$ cat src/hw/rtl/wass_pkg.sv
// Shared constants, types and helper functions for the windowed-mean admittance block.
// Used by every module under hw/rtl; it depends on nothing else.
`default_nettype none

package wass_pkg;

   localparam int WINDOW     = 10;
   localparam int NUM_AXES   = 6;
   localparam int DATA_W     = 32;
   localparam int SUM_W      = 40;
   localparam int IDX_W      = (WINDOW > 1) ? $clog2(WINDOW) : 1;
   localparam int MREM_W     = IDX_W;
   localparam int MSTEP_W    = IDX_W + 2;
   localparam int MEAN_STEPS = SUM_W / 2;
   localparam int MCNT_W     = (MEAN_STEPS > 1) ? $clog2(MEAN_STEPS) : 1;

   localparam int DG_W       = 31;
   localparam int DB_W       = 17;
   localparam int FG_W       = 17;
   localparam int FRAC_W     = 16;
   localparam int VDVD_W     = DATA_W + FRAC_W;
   localparam int VCNT_W     = $clog2(VDVD_W);
   localparam int DRIVE_W    = DATA_W + 1;
   localparam int PROD_W     = FG_W + 1 + DATA_W;
   localparam int WIDE_W     = DATA_W + 4;

   localparam int REQ_W      = 7 * DATA_W;
   localparam int RSP_W      = 9 * DATA_W;
   localparam int CSR_AW     = 4;
   localparam int CSR_DW     = 32;

   localparam logic [MSTEP_W-1:0] WIN_X1 = MSTEP_W'(WINDOW);
   localparam logic [MSTEP_W-1:0] WIN_X2 = MSTEP_W'(2 * WINDOW);
   localparam logic [MSTEP_W-1:0] WIN_X3 = MSTEP_W'(3 * WINDOW);

   localparam logic [DG_W-1:0]        DAMPING_RESET = DG_W'(655360);
   localparam logic [DB_W-1:0]        DB_HIGH_RESET = DB_W'(66);
   localparam logic signed [DB_W-1:0] DB_LOW_RESET  = -DB_W'(66);
   localparam logic [FG_W-1:0]        FOLLOW_RESET  = FG_W'(655);
   localparam logic [DG_W-1:0]        DG_ONE        = DG_W'(1);

   localparam logic signed [DATA_W-1:0] POS_MAX = {1'b0, {(DATA_W-1){1'b1}}};
   localparam logic signed [DATA_W-1:0] NEG_MIN = {1'b1, {(DATA_W-1){1'b0}}};
   localparam logic [VDVD_W-1:0]        NEG_LIMIT = VDVD_W'(64'd1 << (DATA_W - 1));
   localparam logic signed [PROD_W-1:0] RND_BIAS = PROD_W'((64'd1 << FRAC_W) - 1);

   typedef enum logic [1:0] {
      REG_DAMPING = 2'd0,
      REG_DB_HIGH = 2'd1,
      REG_DB_LOW  = 2'd2,
      REG_FOLLOW  = 2'd3
   } reg_index_type;

   typedef enum logic [5:0] {
      M_IDLE   = 6'b000001,
      M_LAUNCH = 6'b000010,
      M_DIV    = 6'b000100,
      M_MUL    = 6'b001000,
      M_ADD    = 6'b010000,
      M_HOLD   = 6'b100000
   } merge_state_type;

   typedef struct packed {
      logic                     done;
      logic signed [DATA_W-1:0] mean;
   } lane_stat_type;

   typedef struct packed {
      logic [DG_W-1:0]        damping;
      logic [DB_W-1:0]        db_high;
      logic signed [DB_W-1:0] db_low;
      logic [FG_W-1:0]        follow;
   } cfg_type;

   typedef struct packed {
      logic signed [DATA_W-1:0] cmd;
      logic signed [DATA_W-1:0] disp;
      logic signed [DATA_W-1:0] vel;
   } result_type;

   function automatic logic signed [DATA_W-1:0] sat32(input logic signed [WIDE_W-1:0] v);
      if ((&v[WIDE_W-1:DATA_W-1]) || !(|v[WIDE_W-1:DATA_W-1])) begin
         sat32 = v[DATA_W-1:0];
      end else if (v[WIDE_W-1]) begin
         sat32 = NEG_MIN;
      end else begin
         sat32 = POS_MAX;
      end
   endfunction

endpackage

`default_nettype wire

$ cat src/hw/rtl/wass_lane.sv
// One axis lane: sample ring, running sum and a radix-4 serial divider by the window length.
// Depends on wass_pkg.
`default_nettype none

module wass_lane (
   input  logic                              clock,
   input  logic                              reset,
   input  logic                              start,
   input  logic [wass_pkg::IDX_W-1:0]        slot,
   input  logic signed [wass_pkg::DATA_W-1:0] sample,
   output wass_pkg::lane_stat_type           stat
);

   logic signed [wass_pkg::DATA_W-1:0] ring_ff [wass_pkg::WINDOW];
   logic signed [wass_pkg::SUM_W-1:0]  sum_ff, sum_in;
   logic                               load_ff, busy_ff, done_ff, neg_ff;
   logic [wass_pkg::MCNT_W-1:0]        cnt_ff;
   logic [wass_pkg::SUM_W-1:0]         dvd_ff, dvd_in;
   logic [wass_pkg::MREM_W-1:0]        rem_ff, rem_in;
   logic [wass_pkg::MSTEP_W-1:0]       part, rpart;
   logic [1:0]                         qbits;
   logic [wass_pkg::SUM_W-1:0]         quo;

   assign sum_in = sum_ff - wass_pkg::SUM_W'(ring_ff[slot]) + wass_pkg::SUM_W'(sample);

   always_comb begin
      part = {rem_ff, dvd_ff[wass_pkg::SUM_W-1 -: 2]};
      if (part >= wass_pkg::WIN_X3) begin
         qbits = 2'd3;
         rpart = part - wass_pkg::WIN_X3;
      end else if (part >= wass_pkg::WIN_X2) begin
         qbits = 2'd2;
         rpart = part - wass_pkg::WIN_X2;
      end else if (part >= wass_pkg::WIN_X1) begin
         qbits = 2'd1;
         rpart = part - wass_pkg::WIN_X1;
      end else begin
         qbits = 2'd0;
         rpart = part;
      end
      rem_in = rpart[wass_pkg::MREM_W-1:0];
      dvd_in = {dvd_ff[wass_pkg::SUM_W-3:0], qbits};
      quo    = neg_ff ? (~dvd_ff + 1'b1) : dvd_ff;
   end

   assign stat.done = done_ff;
   assign stat.mean = quo[wass_pkg::DATA_W-1:0];

   always_ff @(posedge clock) begin
      if (reset) begin
         for (int i = 0; i < wass_pkg::WINDOW; i++) begin
            ring_ff[i] <= '0;
         end
         sum_ff  <= '0;
         load_ff <= 1'b0;
         busy_ff <= 1'b0;
         done_ff <= 1'b0;
         cnt_ff  <= '0;
      end else begin
         load_ff <= start;
         done_ff <= 1'b0;
         if (start) begin
            ring_ff[slot] <= sample;
            sum_ff        <= sum_in;
         end
         if (load_ff) begin
            busy_ff <= 1'b1;
            cnt_ff  <= '0;
         end else if (busy_ff) begin
            cnt_ff <= cnt_ff + 1'b1;
            if (cnt_ff == wass_pkg::MCNT_W'(wass_pkg::MEAN_STEPS - 1)) begin
               busy_ff <= 1'b0;
               done_ff <= 1'b1;
            end
         end
      end
   end

   always_ff @(posedge clock) begin
      if (load_ff) begin
         neg_ff <= sum_ff[wass_pkg::SUM_W-1];
         dvd_ff <= sum_ff[wass_pkg::SUM_W-1] ? (~sum_ff + 1'b1) : sum_ff;
         rem_ff <= '0;
      end else if (busy_ff) begin
         dvd_ff <= dvd_in;
         rem_ff <= rem_in;
      end
   end

endmodule

`default_nettype wire

$ cat config.mk
export PLATFORM = sky130hd
export DESIGN_NAME = wass_lane
export DESIGN_NICKNAME = d
export VERILOG_FILES = /design/src/hw/rtl/wass_pkg.sv /design/src/hw/rtl/wass_lane.sv
export SDC_FILE = /design/constraint.sdc
export NUM_CORES = 1
export LEC_CHECK = 0
export BUFFER_PORTS_ARGS = -buffer_cell sky130_fd_sc_hd__buf_4
export CORE_MARGIN = 8
export CORE_UTILIZATION = 40
export CTS_CLUSTER_DIAMETER = 60
export CTS_CLUSTER_SIZE = 12
export DETAILED_ROUTE_END_ITERATION = 10
export SKIP_CTS_REPAIR_TIMING = 1
export SYNTH_ARGS = -nofsm -noshare
export SYNTH_HDL_FRONTEND = slang
export SYNTH_SLANG_ARGS = --single-unit
$ cat constraint.sdc
create_clock -name clock -period 12.14 [get_ports clock]
set_clock_uncertainty 0.05 [all_clocks]
set_input_delay 3.642 -clock clock [delete_from_list [all_inputs] [get_ports clock]]
set_output_delay 3.642 -clock clock [all_outputs]
set_load 0.02 [all_outputs]
# Yosys cells after proc, flatten, opt, wreduce, memory -nomap -nowiden
# Memories as Yosys holds them, arrays and structs flattened.
# Index checks and enable logic that the tools add are counted.
totals:
  register_bits: 93
  mem_bits_rw: 320
  input_bits: 39
  output_inout_bits: 33
  mem_count: 1
memory_table:
  columns: ["memory", "depth", "word_bits", "rd", "rd_clocked_by_memory_dff", "wr", "line", "text"]
  rows:
  - ["ring_ff", 10, 32, 1, 0, 10, "wass_lane.sv:14", "logic signed [wass_pkg::DATA_W-1:0] ring_ff [wass_pkg::WINDOW];"]
classes:
  add_sub_neg: 8
  magnitude_cmp: 3
  n_eq_ne: 1
  mux: 22
  bitwise_logic: 3
  n_reduce_logical: 4
ops:
  columns: ["operator", "n"]
  rows:
  - ["$mux 40", 3]
  - ["$mux 32", 2]
  - ["$add 40x1->40 const B", 1]
  - ["$add 40x32->40", 1]
  - ["$not 40->40", 1]
  - ["$sub 40x32->40", 1]
  - ["$add 32x1->32 const B", 1]
  - ["$not 32->32", 1]
  - ["$reduce_or 32->1", 1]
  - ["$mux 4", 4]
  - ["$ge 6x5->1 const B", 2]
  - ["$mux 1", 11]
  - ["$sub 4x4->4 const B", 2]
  - ["$ge 6x4->1 const B", 1]
  - ["$add 5x1->5 const B", 1]
  - ["$eq 5x5->1 const B", 1]
  - ["$mux 2", 2]
  - ["$sub 4x3->4 const B", 1]
  - ["$reduce_or 3->1", 1]
  - ["$reduce_bool 2->1", 1]
  - ["$reduce_or 2->1", 1]
  - ["$not 1->1", 1]

# Depth between registers and ports, before layout
logic_depth:
  ltp_word: 6
  mapped_depth: 18

# Worst setup path after synthesis
# No wires, ideal clock.
synth_timing:
  kind: "input -> register"
  startpoint: "input port slot[0] in the netlist's numbering"
  endpoint: "register sum_ff[25] in the netlist's numbering"
  arrival_time_ns: 8.732
  slack_ns: 3.252
  cell_stages: 17
  n_path_buf: 3
  path_cell_list: "clkbuf_1 > buf_1 > buf_1 > mux4_2 > mux4_2 > fa_1 > inv_1 > ha_1 > a21o_1 > and4_1 > o2111ai_1 > o21ai_0 > a311oi_1 > nor2_1 > a21boi_0 > or4b_2 > o311ai_0"
synth_via:
  elab_chain_cells: 3
synth_lines:
  columns: ["element", "line", "text"]
  rows:
  - ["from (decl)", "wass_lane.sv:9", "input logic [wass_pkg::IDX_W-1:0] slot,"]
  - ["$mem_v2 10x32", null, null]
  - ["$sub 40x32->40", "wass_lane.sv:24", "assign sum_in = sum_ff - wass_pkg::SUM_W'(ring_ff[slot]) + wass_pkg::SUM_W'(sample);"]
  - ["$add 40x32->40", "wass_lane.sv:24", null]
  - ["to (signal assigned)", "wass_lane.sv:64", "sum_ff <= sum_in;"]
  - ["to (decl)", "wass_lane.sv:15", "logic signed [wass_pkg::SUM_W-1:0] sum_ff, sum_in;"]
# No other way between the ends.
# A chain may end at the register's enable or synchronous reset.

# Final worst setup path
layout_timing:
  startpoint: "input port slot[1] in the netlist's numbering"
  endpoint: "register sum_ff[25] in the netlist's numbering"
# The elaborated chain is that of the path after synthesis.

==> flow_summary.ini <==
[drt]
wire_per_inst_um = 23.62
route.detailed.drc = 0
antenna_left = 0
totalWireLength_um = 75620
drt-initial-drc-count = 1645
vias = 18000
viasPerCell = 5.622
detailedRoute.firstPassIterationCount = 7

[status]
status = completed

[synth]
synth_ff_type = edfxtp_1
synth.mux.area_fraction_pct = 13.56
avgSynthCellArea_um2 = 13.56
syn_nets = 2294
synth-simple-area-share_pct = 9.222
syn-cell-area_um2 = 29350
synthCells = 2165
synth.top_cell.area_share_pct = 56.58
yosysWarnings = 0
synth.yosys.seq_area_share_pct = 60.13
synth_xor_area_share_pct = 3.134
synth_area_leaders = edfxtp_1 (57%), mux4_2 (12%), nor2_1 (4.9%)
synth_top_family_by_area = multiplexers
yosys.area_share.adder_pct = 4.835
yosys.area.top_type = edfxtp_1
synth_compound_area_share_pct = 5.176
synth_cell_types = 67
async_flop_share_pct = 0
synth_edf_count = 553
ys_ff_latch = 605

[global_route]
grt_first_pass_wirelength_um = 113300
grt_pass1_vias = 18100
grt_use_total_pct = 18.11
overflow = 0
grt_max_degree = 85
antenna_found_initial = 0

[critical_path]
crit_chain = buf_6 -> buf_4 -> mux4_2 -> mux4_2 -> fa_1 -> inv_1 -> ha_1 -> o2111ai_1 -> o21ai_0 -> a311oi_1 -> nor2_1 -> a21boi_0 -> or4b_2 -> o311ai_0
crit_required_ns = 12.60
cp.buffers_inverters = 3
reg2reg_setup_slack_ns = 7.03
startpoint_type = primary input
path_class = in -> reg
cpPeakStageDelay_ns = 0.76
cp_max_fo = 84
critPathTopFamily = compound AO/OA/AOI/OAI gates
worstPathArrival_ns = 9.46
slowest_stage = buf_4
cpMostUsedCell = mux4_2
critPathCaptureType = register

[timing]
finalSetupViolations = 0
hold-worst-slack_ns = 0.4500
min_period_ns = 9.009
fmax_ghz = 0.1110
rsz0062_at_grt = false
post-route-period-util_pct = 74.21
slew_violations = 0
hold_violations = 0
timing.final.ws_setup_ns = 3.131
slew_headroom_pct = 34.98
finalSetupTns_ns = 0
worst-slew-pin-transition_ns = 0.9753

[cells_and_area]
antenna_cells = 0
final_common_cell = edfxtp_1
regArea_um2 = 17650
mostFrequentLayoutCells = edfxtp_1 (553), nor2_1 (383), inv_1 (195), mux4_2 (160), nand2_1 (107)
fillCellCount = 6457
syn_to_final_growth_pct = 11.35
drive_above_1_share_pct = 16.99
final_net_count = 2349
multiInputGateArea_um2 = 10630

[power]
p_int_w = 0.004186
sw_frac_of_total_pct = 33.38
p_leak_nw = 11.23
pwr-share-comb_pct = 32.6
power_frac_seq_pct = 40.8
peakVddDrop_mv = 0.1080
clockPowerShare_pct = 26.6
switchingPower_w = 0.002097
power_density_nw_per_um2 = 192.3

[floorplan]
initial_core_util_pct = 40.29
rows = 99
fp.dieW_um = 286.9
dieArea_um2 = 82290
fp.dieH_um = 286.9
ios = 72
coreArea_um2 = 72830

[placed_design]
gp_congestion = 0.8740
dp_hpwl_um = 47190
io_buffers = 71
preCtsSetupSlack_ns = 2.529

[clock_network]
clk_path_buf_depth = 3
clkTransAtPathRegs_ns = 0.06
insertion_delay_ns = 0.64
cts_made_buffers = 59
cts.sinks = 605
cts_tree = yes
h-tree-depth = 2
root_buffer = clkbuf_16

[min_path]
hp-class = reg -> reg

[flow_run]
maxCapViolCount = 0
[synthesized netlist by cell type (28+ instances only)]
master	instances
a21oi_1	80
ha_1	51
edfxtp_1	553
fa_1	39
o21ai_0	45
nand2_1	107
o31ai_1	28
dfxtp_1	52
xnor2_1	90
clkbuf_1	95
nor2_1	387
inv_1	195
mux4_2	160
[power groups by stage]
stage	Sequential, W	Clock [W]	Combinational, W
after floorplan	0.00257	0	0.00152
after global placement	0.00260	0	0.00202
after detailed placement	0.00260	0	0.00204
after CTS	0.00256	0.00170	0.00205
after global routing	0.00258	0.00177	0.00227
final	0.00256	0.00167	0.00205
[area by class of cell]
| cell class | count | share of cell area [%] |
|---|---|---|
| tap | 959 | 3.672 |
| sequential | 605 | 54.01 |
| clock inverter | 11 | 0.3216 |
| timing repair buffer | 104 | 2.420 |
| multi-input combinational | 1254 | 32.52 |
| inverter | 196 | 2.251 |
| clock buffer | 73 | 4.809 |
[metal layers]
layer	global-route usage (%)	share of wire [%]	wire, um
met3	3.169	7.3	5548
met1	24.56	42	31700
met5	0	0	0
met2	29.58	48	36020
met4	5.811	3.1	2348
[flip-flops by register name, indices dropped and copies added (netlist names)]
signal	flops
busy_ff	1
cnt_ff	5
done_ff	1
dvd_ff	40
load_ff	1
neg_ff	1
rem_ff	4
ring_ff	512
sum_ff	40
[per-stage QoR]
step | power [W] | std cells | instance area, um^2 | util [%]
after floorplan | 0.004087 | 2165 | 29350 | -
after global placement | 0.004618 | 3118 | 31000 | 42.56
after detailed placement | 0.004644 | 3118 | 31000 | 42.56
after CTS | 0.006316 | 3202 | 32680 | 44.87
after global routing | 0.006629 | 3202 | 32680 | 44.87
final | 0.006283 | 3202 | 32680 | 44.87
[cells by family (layout without fill, tap and decap cells)]
| logic type | count (synthesis) | in the layout |
|---|---|---|
| compound gates | 239 | 239 |
| xor+xnor | 105 | 105 |
| fa+ha+maj | 90 | 90 |
| buf+inv | 306 | 384 |
| flops | 605 | 605 |
| mux | 196 | 196 |
| simple gates | 624 | 624 |
[tightest hold or removal path, stage by stage, from the launching register on]
cell and delay (ns):
dfxtp_1 0.33, mux2i_1 0.07, nor2_1 0.07
[worst paths after layout]
kind	from	end	cells past startpoint
setup reg to reg	ring_ff[15][2]$_DFFE_PP_	sum_ff[25]$_SDFFE_PP0P_	13
setup / recovery	slot[1]	sum_ff[25]$_SDFFE_PP0P_	14
hold / removal	sum_ff[5]$_SDFFE_PP0P_	sum_ff[5]$_SDFFE_PP0P_	2
hold reg to reg	sum_ff[5]$_SDFFE_PP0P_	sum_ff[5]$_SDFFE_PP0P_	2
Power figures use the tool's default switching activity.
