--- src/hw/rtl/wass_pkg.sv ---
// Shared constants, types and helper functions for the windowed-mean admittance block.
// Used by every module under hw/rtl; it depends on nothing else.
`default_nettype none

package wass_pkg;

   localparam int WINDOW     = 10;
   localparam int NUM_AXES   = 6;
   localparam int DATA_W     = 32;
   localparam int SUM_W      = 40;
   localparam int IDX_W      = (WINDOW > 1) ? $clog2(WINDOW) : 1;
   localparam int MREM_W     = IDX_W;
   localparam int MSTEP_W    = IDX_W + 2;
   localparam int MEAN_STEPS = SUM_W / 2;
   localparam int MCNT_W     = (MEAN_STEPS > 1) ? $clog2(MEAN_STEPS) : 1;

   localparam int DG_W       = 31;
   localparam int DB_W       = 17;
   localparam int FG_W       = 17;
   localparam int FRAC_W     = 16;
   localparam int VDVD_W     = DATA_W + FRAC_W;
   localparam int VCNT_W     = $clog2(VDVD_W);
   localparam int DRIVE_W    = DATA_W + 1;
   localparam int PROD_W     = FG_W + 1 + DATA_W;
   localparam int WIDE_W     = DATA_W + 4;

   localparam int REQ_W      = 7 * DATA_W;
   localparam int RSP_W      = 9 * DATA_W;
   localparam int CSR_AW     = 4;
   localparam int CSR_DW     = 32;

   localparam logic [MSTEP_W-1:0] WIN_X1 = MSTEP_W'(WINDOW);
   localparam logic [MSTEP_W-1:0] WIN_X2 = MSTEP_W'(2 * WINDOW);
   localparam logic [MSTEP_W-1:0] WIN_X3 = MSTEP_W'(3 * WINDOW);

   localparam logic [DG_W-1:0]        DAMPING_RESET = DG_W'(655360);
   localparam logic [DB_W-1:0]        DB_HIGH_RESET = DB_W'(66);
   localparam logic signed [DB_W-1:0] DB_LOW_RESET  = -DB_W'(66);
   localparam logic [FG_W-1:0]        FOLLOW_RESET  = FG_W'(655);
   localparam logic [DG_W-1:0]        DG_ONE        = DG_W'(1);

   localparam logic signed [DATA_W-1:0] POS_MAX = {1'b0, {(DATA_W-1){1'b1}}};
   localparam logic signed [DATA_W-1:0] NEG_MIN = {1'b1, {(DATA_W-1){1'b0}}};
   localparam logic [VDVD_W-1:0]        NEG_LIMIT = VDVD_W'(64'd1 << (DATA_W - 1));
   localparam logic signed [PROD_W-1:0] RND_BIAS = PROD_W'((64'd1 << FRAC_W) - 1);

   typedef enum logic [1:0] {
      REG_DAMPING = 2'd0,
      REG_DB_HIGH = 2'd1,
      REG_DB_LOW  = 2'd2,
      REG_FOLLOW  = 2'd3
   } reg_index_type;

   typedef enum logic [5:0] {
      M_IDLE   = 6'b000001,
      M_LAUNCH = 6'b000010,
      M_DIV    = 6'b000100,
      M_MUL    = 6'b001000,
      M_ADD    = 6'b010000,
      M_HOLD   = 6'b100000
   } merge_state_type;

   typedef struct packed {
      logic                     done;
      logic signed [DATA_W-1:0] mean;
   } lane_stat_type;

   typedef struct packed {
      logic [DG_W-1:0]        damping;
      logic [DB_W-1:0]        db_high;
      logic signed [DB_W-1:0] db_low;
      logic [FG_W-1:0]        follow;
   } cfg_type;

   typedef struct packed {
      logic signed [DATA_W-1:0] cmd;
      logic signed [DATA_W-1:0] disp;
      logic signed [DATA_W-1:0] vel;
   } result_type;

   function automatic logic signed [DATA_W-1:0] sat32(input logic signed [WIDE_W-1:0] v);
      if ((&v[WIDE_W-1:DATA_W-1]) || !(|v[WIDE_W-1:DATA_W-1])) begin
         sat32 = v[DATA_W-1:0];
      end else if (v[WIDE_W-1]) begin
         sat32 = NEG_MIN;
      end else begin
         sat32 = POS_MAX;
      end
   endfunction

endpackage

`default_nettype wire

--- src/hw/rtl/wass_div.sv ---
// Bit-serial restoring divider for the velocity: 48-bit magnitude over the damping divisor.
// Depends on wass_pkg.
`default_nettype none

module wass_div (
   input  logic                        clock,
   input  logic                        reset,
   input  logic                        start,
   input  logic [wass_pkg::VDVD_W-1:0] dividend,
   input  logic [wass_pkg::DG_W-1:0]   divisor,
   output logic                        done,
   output logic [wass_pkg::VDVD_W-1:0] quotient
);

   logic                        busy_ff, done_ff;
   logic [wass_pkg::VCNT_W-1:0] cnt_ff;
   logic [wass_pkg::VDVD_W-1:0] dvd_ff;
   logic [wass_pkg::DG_W-1:0]   dsr_ff, rem_ff, rem_in;
   logic [wass_pkg::DG_W:0]     part, diff;
   logic                        qbit;

   always_comb begin
      part   = {rem_ff, dvd_ff[wass_pkg::VDVD_W-1]};
      diff   = part - {1'b0, dsr_ff};
      qbit   = (part >= {1'b0, dsr_ff});
      rem_in = qbit ? diff[wass_pkg::DG_W-1:0] : part[wass_pkg::DG_W-1:0];
   end

   assign done     = done_ff;
   assign quotient = dvd_ff;

   always_ff @(posedge clock) begin
      if (reset) begin
         busy_ff <= 1'b0;
         done_ff <= 1'b0;
         cnt_ff  <= '0;
      end else begin
         done_ff <= 1'b0;
         if (start) begin
            busy_ff <= 1'b1;
            cnt_ff  <= '0;
         end else if (busy_ff) begin
            cnt_ff <= cnt_ff + 1'b1;
            if (cnt_ff == wass_pkg::VCNT_W'(wass_pkg::VDVD_W - 1)) begin
               busy_ff <= 1'b0;
               done_ff <= 1'b1;
            end
         end
      end
   end

   always_ff @(posedge clock) begin
      if (start) begin
         dvd_ff <= dividend;
         dsr_ff <= divisor;
         rem_ff <= '0;
      end else if (busy_ff) begin
         dvd_ff <= {dvd_ff[wass_pkg::VDVD_W-2:0], qbit};
         rem_ff <= rem_in;
      end
   end

endmodule

`default_nettype wire

--- src/hw/rtl/wass_merge.sv ---
// Merging stage: drive force, deadband, velocity division, follow-gain product and saturation.
// Depends on wass_pkg and wass_div.
`default_nettype none

module wass_merge (
   input  logic                               clock,
   input  logic                               reset,
   input  logic                               go,
   input  logic signed [wass_pkg::DATA_W-1:0] mean_a,
   input  logic signed [wass_pkg::DATA_W-1:0] height,
   input  wass_pkg::cfg_type                  cfg,
   input  logic                               take,
   output logic                               res_valid,
   output wass_pkg::result_type               res
);

   wass_pkg::merge_state_type state_ff, state_in;

   logic signed [wass_pkg::DRIVE_W-1:0]               drive_ff;
   logic signed [wass_pkg::DRIVE_W-1:0]               db_hi_x, db_lo_x;
   logic [wass_pkg::DRIVE_W-1:0]                      mag;
   logic                                              dead_ff;
   logic                                              div_done;
   logic [wass_pkg::VDVD_W-1:0]                       quo;
   logic [wass_pkg::DG_W-1:0]                         divisor;
   logic signed [wass_pkg::DATA_W-1:0]                vel_ff, vel_val, disp_ff, cmd_ff;
   logic signed [wass_pkg::PROD_W-1:0]                prod_ff, adj;
   logic signed [wass_pkg::PROD_W-wass_pkg::FRAC_W-1:0] scaled;

   always_comb begin
      mag     = drive_ff[wass_pkg::DRIVE_W-1] ? (~drive_ff + 1'b1) : drive_ff;
      divisor = (cfg.damping == '0) ? wass_pkg::DG_ONE : cfg.damping;
      db_hi_x = wass_pkg::DRIVE_W'(signed'({1'b0, cfg.db_high}));
      db_lo_x = wass_pkg::DRIVE_W'(signed'(cfg.db_low));
      if (dead_ff) begin
         vel_val = '0;
      end else if (!drive_ff[wass_pkg::DRIVE_W-1]) begin
         vel_val = (|quo[wass_pkg::VDVD_W-1:wass_pkg::DATA_W-1]) ?
                   wass_pkg::POS_MAX : quo[wass_pkg::DATA_W-1:0];
      end else begin
         vel_val = (quo > wass_pkg::NEG_LIMIT) ?
                   wass_pkg::NEG_MIN : (~quo[wass_pkg::DATA_W-1:0] + 1'b1);
      end
      adj    = prod_ff + (prod_ff[wass_pkg::PROD_W-1] ? wass_pkg::RND_BIAS : '0);
      scaled = adj[wass_pkg::PROD_W-1:wass_pkg::FRAC_W];
   end

   always_comb begin
      case (state_ff)
         wass_pkg::M_IDLE:   state_in = go ? wass_pkg::M_LAUNCH : wass_pkg::M_IDLE;
         wass_pkg::M_LAUNCH: state_in = wass_pkg::M_DIV;
         wass_pkg::M_DIV:    state_in = div_done ? wass_pkg::M_MUL : wass_pkg::M_DIV;
         wass_pkg::M_MUL:    state_in = wass_pkg::M_ADD;
         wass_pkg::M_ADD:    state_in = wass_pkg::M_HOLD;
         wass_pkg::M_HOLD:   state_in = take ? wass_pkg::M_IDLE : wass_pkg::M_HOLD;
         default:            state_in = wass_pkg::M_IDLE;
      endcase
   end

   wass_div u_div (
      .clock    (clock),
      .reset    (reset),
      .start    (state_ff == wass_pkg::M_LAUNCH),
      .dividend ({mag[wass_pkg::DATA_W-1:0], {wass_pkg::FRAC_W{1'b0}}}),
      .divisor  (divisor),
      .done     (div_done),
      .quotient (quo)
   );

   assign res_valid = (state_ff == wass_pkg::M_HOLD);
   assign res.vel   = vel_ff;
   assign res.disp  = disp_ff;
   assign res.cmd   = cmd_ff;

   always_ff @(posedge clock) begin
      if (reset) begin
         state_ff <= wass_pkg::M_IDLE;
      end else begin
         state_ff <= state_in;
      end
   end

   always_ff @(posedge clock) begin
      if (state_ff == wass_pkg::M_IDLE && go) begin
         drive_ff <= -wass_pkg::DRIVE_W'(mean_a);
      end
      if (state_ff == wass_pkg::M_LAUNCH) begin
         dead_ff <= (drive_ff > 0 && drive_ff < db_hi_x) ||
                    (drive_ff < 0 && drive_ff > db_lo_x);
      end
      if (state_ff == wass_pkg::M_DIV && div_done) begin
         vel_ff <= vel_val;
      end
      if (state_ff == wass_pkg::M_MUL) begin
         prod_ff <= signed'({1'b0, cfg.follow}) * vel_ff;
         disp_ff <= wass_pkg::sat32(wass_pkg::WIDE_W'(height) + wass_pkg::WIDE_W'(vel_ff));
      end
      if (state_ff == wass_pkg::M_ADD) begin
         cmd_ff <= wass_pkg::sat32(wass_pkg::WIDE_W'(height) + wass_pkg::WIDE_W'(scaled));
      end
   end

endmodule

`default_nettype wire

--- config.mk ---
export PLATFORM = sky130hd
export DESIGN_NAME = wass_merge
export DESIGN_NICKNAME = d
export VERILOG_FILES = /design/src/hw/rtl/wass_pkg.sv /design/src/hw/rtl/wass_div.sv /design/src/hw/rtl/wass_merge.sv
export SDC_FILE = /design/constraint.sdc
export NUM_CORES = 2
export LEC_CHECK = 0
export ABC_AREA = 1
export CAP_MARGIN = 40
export CORE_ASPECT_RATIO = 1.4
export CORE_UTILIZATION = 60
export DETAILED_ROUTE_END_ITERATION = 10
export DONT_BUFFER_PORTS = 1
export HOLD_SLACK_MARGIN = 0.15
export PLACE_DENSITY = 0.73
export SYNTH_ARGS = -nofsm -noshare
export SYNTH_HDL_FRONTEND = slang
export SYNTH_SLANG_ARGS = --single-unit
--- constraint.sdc ---
create_clock -name clock -period 7.7 [get_ports clock]
set_input_delay 1.925 -clock clock [delete_from_list [all_inputs] [get_ports clock]]
set_output_delay 1.925 -clock clock [all_outputs]
set_load 0.02 [all_outputs]
# After elaboration in Yosys (flattened, before gate mapping)
# Index checks and enable logic that the tools add are counted.
# word_totals
register_bits	304
latchBits	0
ram_bits	0
rom_bits	0
inputBits	150
output_inout_bits	97
wordCells	77
memories	0
# op_classes
addsub	8
n_mul	1
n_div	0
order_cmp	6
eq_ne	7
shift	0
n_mux	20
bitwise_logic	3
n_reduce_logical	18
# op_table
cell	count
two-way mux 32 bit	8
two-way mux 48 bit	2
adder 32 x 1 -> 32 bit (second input constant)	2
inverter 32 bit	2
adder 50 x 16 -> 50 bit	1
multiplier 18 x 32 -> 50 bit	1
greater-than comparator 48 x 32 -> 1 bit (second input constant)	1
one-hot mux 6 bit (6 select lines)	1
adder 32 x 34 -> 35 bit	1
adder 32 x 32 -> 33 bit	1
greater-than comparator 33 x 1 -> 1 bit (second input constant)	1
greater-than comparator 33 x 17 -> 1 bit	1
less-than comparator 33 x 1 -> 1 bit (second input constant)	1
less-than comparator 33 x 18 -> 1 bit	1
negation 32 -> 33 bit	1
greater-or-equal comparator 32 x 31 -> 1 bit	1
logical NOT 31 bit	1
two-way mux 31 bit	1
subtractor 31 bit	1
OR reduction 17 bit	1
two-way mux 16 bit	1
equality test 6 bit (second input constant)	2
AND reduction 5 bit	2
OR reduction 5 bit	2
other kinds (17)	26

# Logic depth before layout (Yosys ltp)
# depth
ltp_word	7
ltp_mapped	32
depth_no_buf	31

# Hierarchy
# A second synthesis with hierarchy kept.
# hier_totals
cells_unflattened	6035
area_unflattened_um2	44287.5
# modules_own_cells
mod	instances	cells_per_inst	area_each_um2
wass_merge	1	4982	36837.8
wass_div	1	1053	7449.6

# Least setup slack after synthesis
# OpenSTA, ideal clock, no wires.
# synth_path
kind	in2reg
start	in cfg[11] (netlist name)
end	reg prod_ff[49] (netlist name), data pin
setup_time_ns	0.265
arrival_ns	6.975
required_ns	7.435
path_slack_ns	0.460
stages	22
n_path_buf	1
path_cell_list	clkbuf_1 nand2_1 fa_1 inv_1 fa_1 inv_1 fa_1 inv_1 fa_1 fa_1 inv_1 fa_1 inv_1 ha_1 nand2_1 inv_1 a21oi_1 a21boi_0 nand2_1 a21oi_1 o21ai_0 xor2_1
# synth_between
elab_chain_cells	1
# synth_lines
element	line	source
start: declaration	wass_merge.sv:11	input wass_pkg::cfg_type cfg,
multiplier 18 x 32 -> 50 bit	wass_merge.sv:95	prod_ff <= signed'({1'b0, cfg.follow}) * vel_ff;
end signal: assignment	wass_merge.sv:95	
end: declaration	wass_merge.sv:27	logic signed [wass_pkg::PROD_W-1:0] prod_ff, adj;
# Every way passes these cells.
# A chain may end at the register's enable or synchronous reset.

# Final worst setup path
# layout_path
start	in cfg[8] (netlist name)
end	reg prod_ff[31] (netlist name), data pin
# The elaborated chain is that of the path after synthesis.

==> reports/qor.txt <==
Status: completed
Worst Path Required: 8.05 ns
Initial antenna violation count: 2
Placer Congestion: 1.05
Detailed-route DRC error count: 0
Clock-pin slew on the worst setup and hold paths: 0.06 ns
Max Clk Rate: 0.143 GHz
Post-DRT Antenna Nets: 0
Fin crit share: 91.1%
Pin count of the biggest net entering global routing: 69
Sw frac: 52.6%
Peak VDD IR: 0.000448 V
Ports: 247
Worst min path class: reg2reg
Ys Warns: 0
Die ar.: 0.0730 mm2
1st-iter DRT viols: 2,280
CTS buffer count: 34
GR Util All Layers: 35.9%
Width of the die: 229 um
Net Sw Power: 7890 uW
Routed vias/inst: 5.51
Internal Power: 7120 uW
Max Cap Violations: 0
Port Buffer Count: 0
Fillers: 6,459
Max-slew headroom: 34.9%
Crit path cell chain: nand2_1 -> inv_1 -> fa_1 -> inv_1 -> fa_1 -> fa_1 -> fa_1 -> inv_1 -> fa_1 -> inv_1 -> fa_1 -> inv_1 -> ha_1 -> nand2_1 -> nor2_1 -> nand4_1 -> o21bai_1 -> a21oi_1 -> xnor2_1
Post-layout util: 64.4%
Clock latency at the later pin of the worst-skew pair: 0.60 ns
Drt pass-1 iters: 7
Reg power frac: 16.2%
Core Area: 0.0706 mm2
Combinational power share: 73.0%
Pins Over Slew Limit: 0
Ys flop type: edfxtp_1
Mapped cell area: 0.0431 mm2
Share of total power in the clock network: 10.8%
Final min period: 7.01 ns
CTS Sinks: 304
Postcts setup bufs: 0
Share of cells above drive strength 1: 3.16%
Worst slew pin tran: 0.976 ns
Syn_nets: 6,743
Worst setup SP type: primary input
Final hold violation count: 0
Crit Path Max Fanout: 32
First-pass GRT wire length: 202,000 um
Area delta synth->final: 5.46%
RSZ-0062 raised after global routing: false
Seq/Total Area, Yosys: 19.7%
Max clock buf depth: 3
Vias in the first global route: 37,941
TritonCTS clock tree: built
Crit-path max cell delay: 0.56 ns
Initial Util: 61.0%
Die Height: 319 um
Post-CTS Resized: 0
Detailed placement HPWL: 106,000 um
CTS H-tree depth: 2
Worst path top cell family by delay: adder cells
Buffers plus inverters on the worst setup path: 5
Slowest cell on crit path: fa_1
Routed vias: 36,722
Syn avg cell area: 7.45 um2
Post-Synthesis Cells: 5,786
WL final: 129,000 um
Setup TNS: 0 ns
# nets final: 6,659
Overall power: 15,000 uW
Count of cell types in the netlist: 56
Pwr dens: 330 mW/mm2
Ys async rst share: 0%
Gr ovfl total: 0
Hold bufs inserted after CTS: 0
Row count: 115
Seq cells post-synth: 304
Kind of critical path: in2reg
Routed wire per std cell: 19.4 um
Setup crit end kind: register
Setup Skew: 0.0296 ns
P_leak: 0.0244 uW
Area occupied by registers: 0.00852 mm2
Worst EP arrival: 7.36 ns
Area of the multi-input gates: 0.0284 mm2
Most used cell, CP: fa_1
Root Driver: clkbuf_16
# setup viols final: 0
Post-synth EDFFs: 243
==> cell usage in the layout (no fill, tap or decap), drive strengths merged, types with 17 or more instances in the layout <==
| master | synthesis | final |
|---|---|---|
| nand2 | 1453 | 1453 |
| inv | 1443 | 1444 |
| fa | 524 | 524 |
| nor2 | 382 | 382 |
| ha | 283 | 283 |
| a21oi | 257 | 257 |
| edfxtp | 243 | 243 |
| nand3 | 183 | 183 |
| o21ai | 181 | 181 |
| xor2 | 137 | 137 |
| buf | 30 | 82 |
| nor3 | 72 | 72 |
| nand4 | 70 | 70 |
| dfxtp | 61 | 61 |
| xnor2 | 59 | 59 |
| clkbuf | 172 | 45 |
| nor4 | 37 | 37 |
| o21bai | 33 | 33 |
| a21o | 23 | 23 |
| o211ai | 21 | 21 |
| o21a | 18 | 18 |
| a31oi | 17 | 17 |
==> final timing paths <==
path,slack (ns),endpoint,depth (start not counted),start
setup reg to reg,0.93,prod_ff[31],20,vel_ff[19]
hold / removal,0.47,u_div.rem_ff[23],2,u_div.rem_ff[23]
setup / recovery,0.69,prod_ff[31],19,cfg[8]
hold reg to reg,0.47,u_div.rem_ff[23],2,u_div.rem_ff[23]
==> per-layer routing <==
metal	track usage, %	part of all wire (%)
met2	65.2	51
met3	5.53	5.6
met5	0	0
met4	27.2	8.7
met1	37.1	34
==> registers in the layout, summed over array words and instances (netlist names) <==
name / count
u_div.busy_ff: 1
cmd_ff: 32
disp_ff: 32
u_div.rem_ff: 31
state_ff: 6
u_div.cnt_ff: 6
vel_ff: 32
u_div.done: 1
dead_ff: 1
drive_ff: 33
prod_ff: 50
u_div.dsr_ff: 31
u_div.quotient: 48
==> power by group through the flow <==
stage | clock network (uW) | logic, uW | registers [uW]
floorplan | 0 | 7650 | 2440
global placement | 0 | 10800 | 2470
detailed placement | 0 | 10800 | 2470
CTS | 1650 | 10900 | 2430
global route | 1710 | 12100 | 2450
finish | 1620 | 11000 | 2440
==> Yosys cell counts, drive strengths merged, types with 21 or more instances <==
cell | n | share of area (%)
a21o | 23 | 0.40
a21oi | 257 | 3.0
buf | 30 | 0.43
clkbuf | 172 | 1.5
dfxtp | 61 | 2.8
edfxtp | 243 | 17
fa | 524 | 24
ha | 283 | 8.2
inv | 1443 | 13
nand2 | 1453 | 13
nand3 | 183 | 2.2
nand4 | 70 | 1.0
nor2 | 382 | 3.4
nor3 | 72 | 0.93
nor4 | 37 | 0.57
o211ai | 21 | 0.37
o21ai | 181 | 2.1
o21bai | 33 | 0.57
xnor2 | 59 | 1.2
xor2 | 137 | 2.8
==> cells by family (layout without fill, tap and decap cells) <==
logic type                 count (synthesis)  in the layout  share of synthesized area (%)
AOI/OAI and AO/OA                        605            605                           8.00
xor gates and xnor gates                 196            196                           3.98
adders and majority gates                807            807                           32.5
buffers and inverters                   1645           1584                           14.5
DFF                                      304            304                           19.7
other                                      0              2                              0
and+or+nand+nor                         2229           2229                           21.2
==> per-stage QoR <==
| stage | cell area, um2 | std cells | hold WS (ns) | worst slack (ns) |
|---|---|---|---|---|
| after global routing | 45500 | 6661 | 0.489 | 0.489 |
| after floorplan | 43100 | 5786 | 0.440 | 0.460 |
| after CTS | 45500 | 6661 | 0.473 | 0.754 |
| after global placement | 44000 | 6584 | 0.460 | 0.185 |
| final | 45500 | 6663 | 0.473 | 0.689 |
| after detailed placement | 44400 | 6602 | 0.464 | 0.129 |
==> final cells by class <==
cell class                 count  share of cell area, %
clock buffer                  45                   2.07
antenna                        2                 0.0110
timing repair buffer          82                   2.02
sequential                   304                   18.7
tap                          936                   2.57
multi-input combinational   3837                   62.4
inverter                    1443                   11.9
clock inverter                14                  0.278
==> worst register-to-register path: stages, from the launching register on <==
cell      delay (ns)
edfxtp_1        0.99
buf_4           0.35
nand2_1         0.08
inv_1           0.07
fa_1            0.41
inv_1           0.09
fa_1            0.44
fa_1            0.55
inv_1           0.06
fa_1            0.46
fa_1            0.56
inv_1           0.06
fa_1            0.56
inv_1           0.05
ha_1            0.36
a21oi_1         0.26
o21ai_0         0.21
a21oi_1         0.22
o21ai_0         0.15
a21oi_1         0.32
xnor2_1         0.30
(Power assumes the default switching activity.)
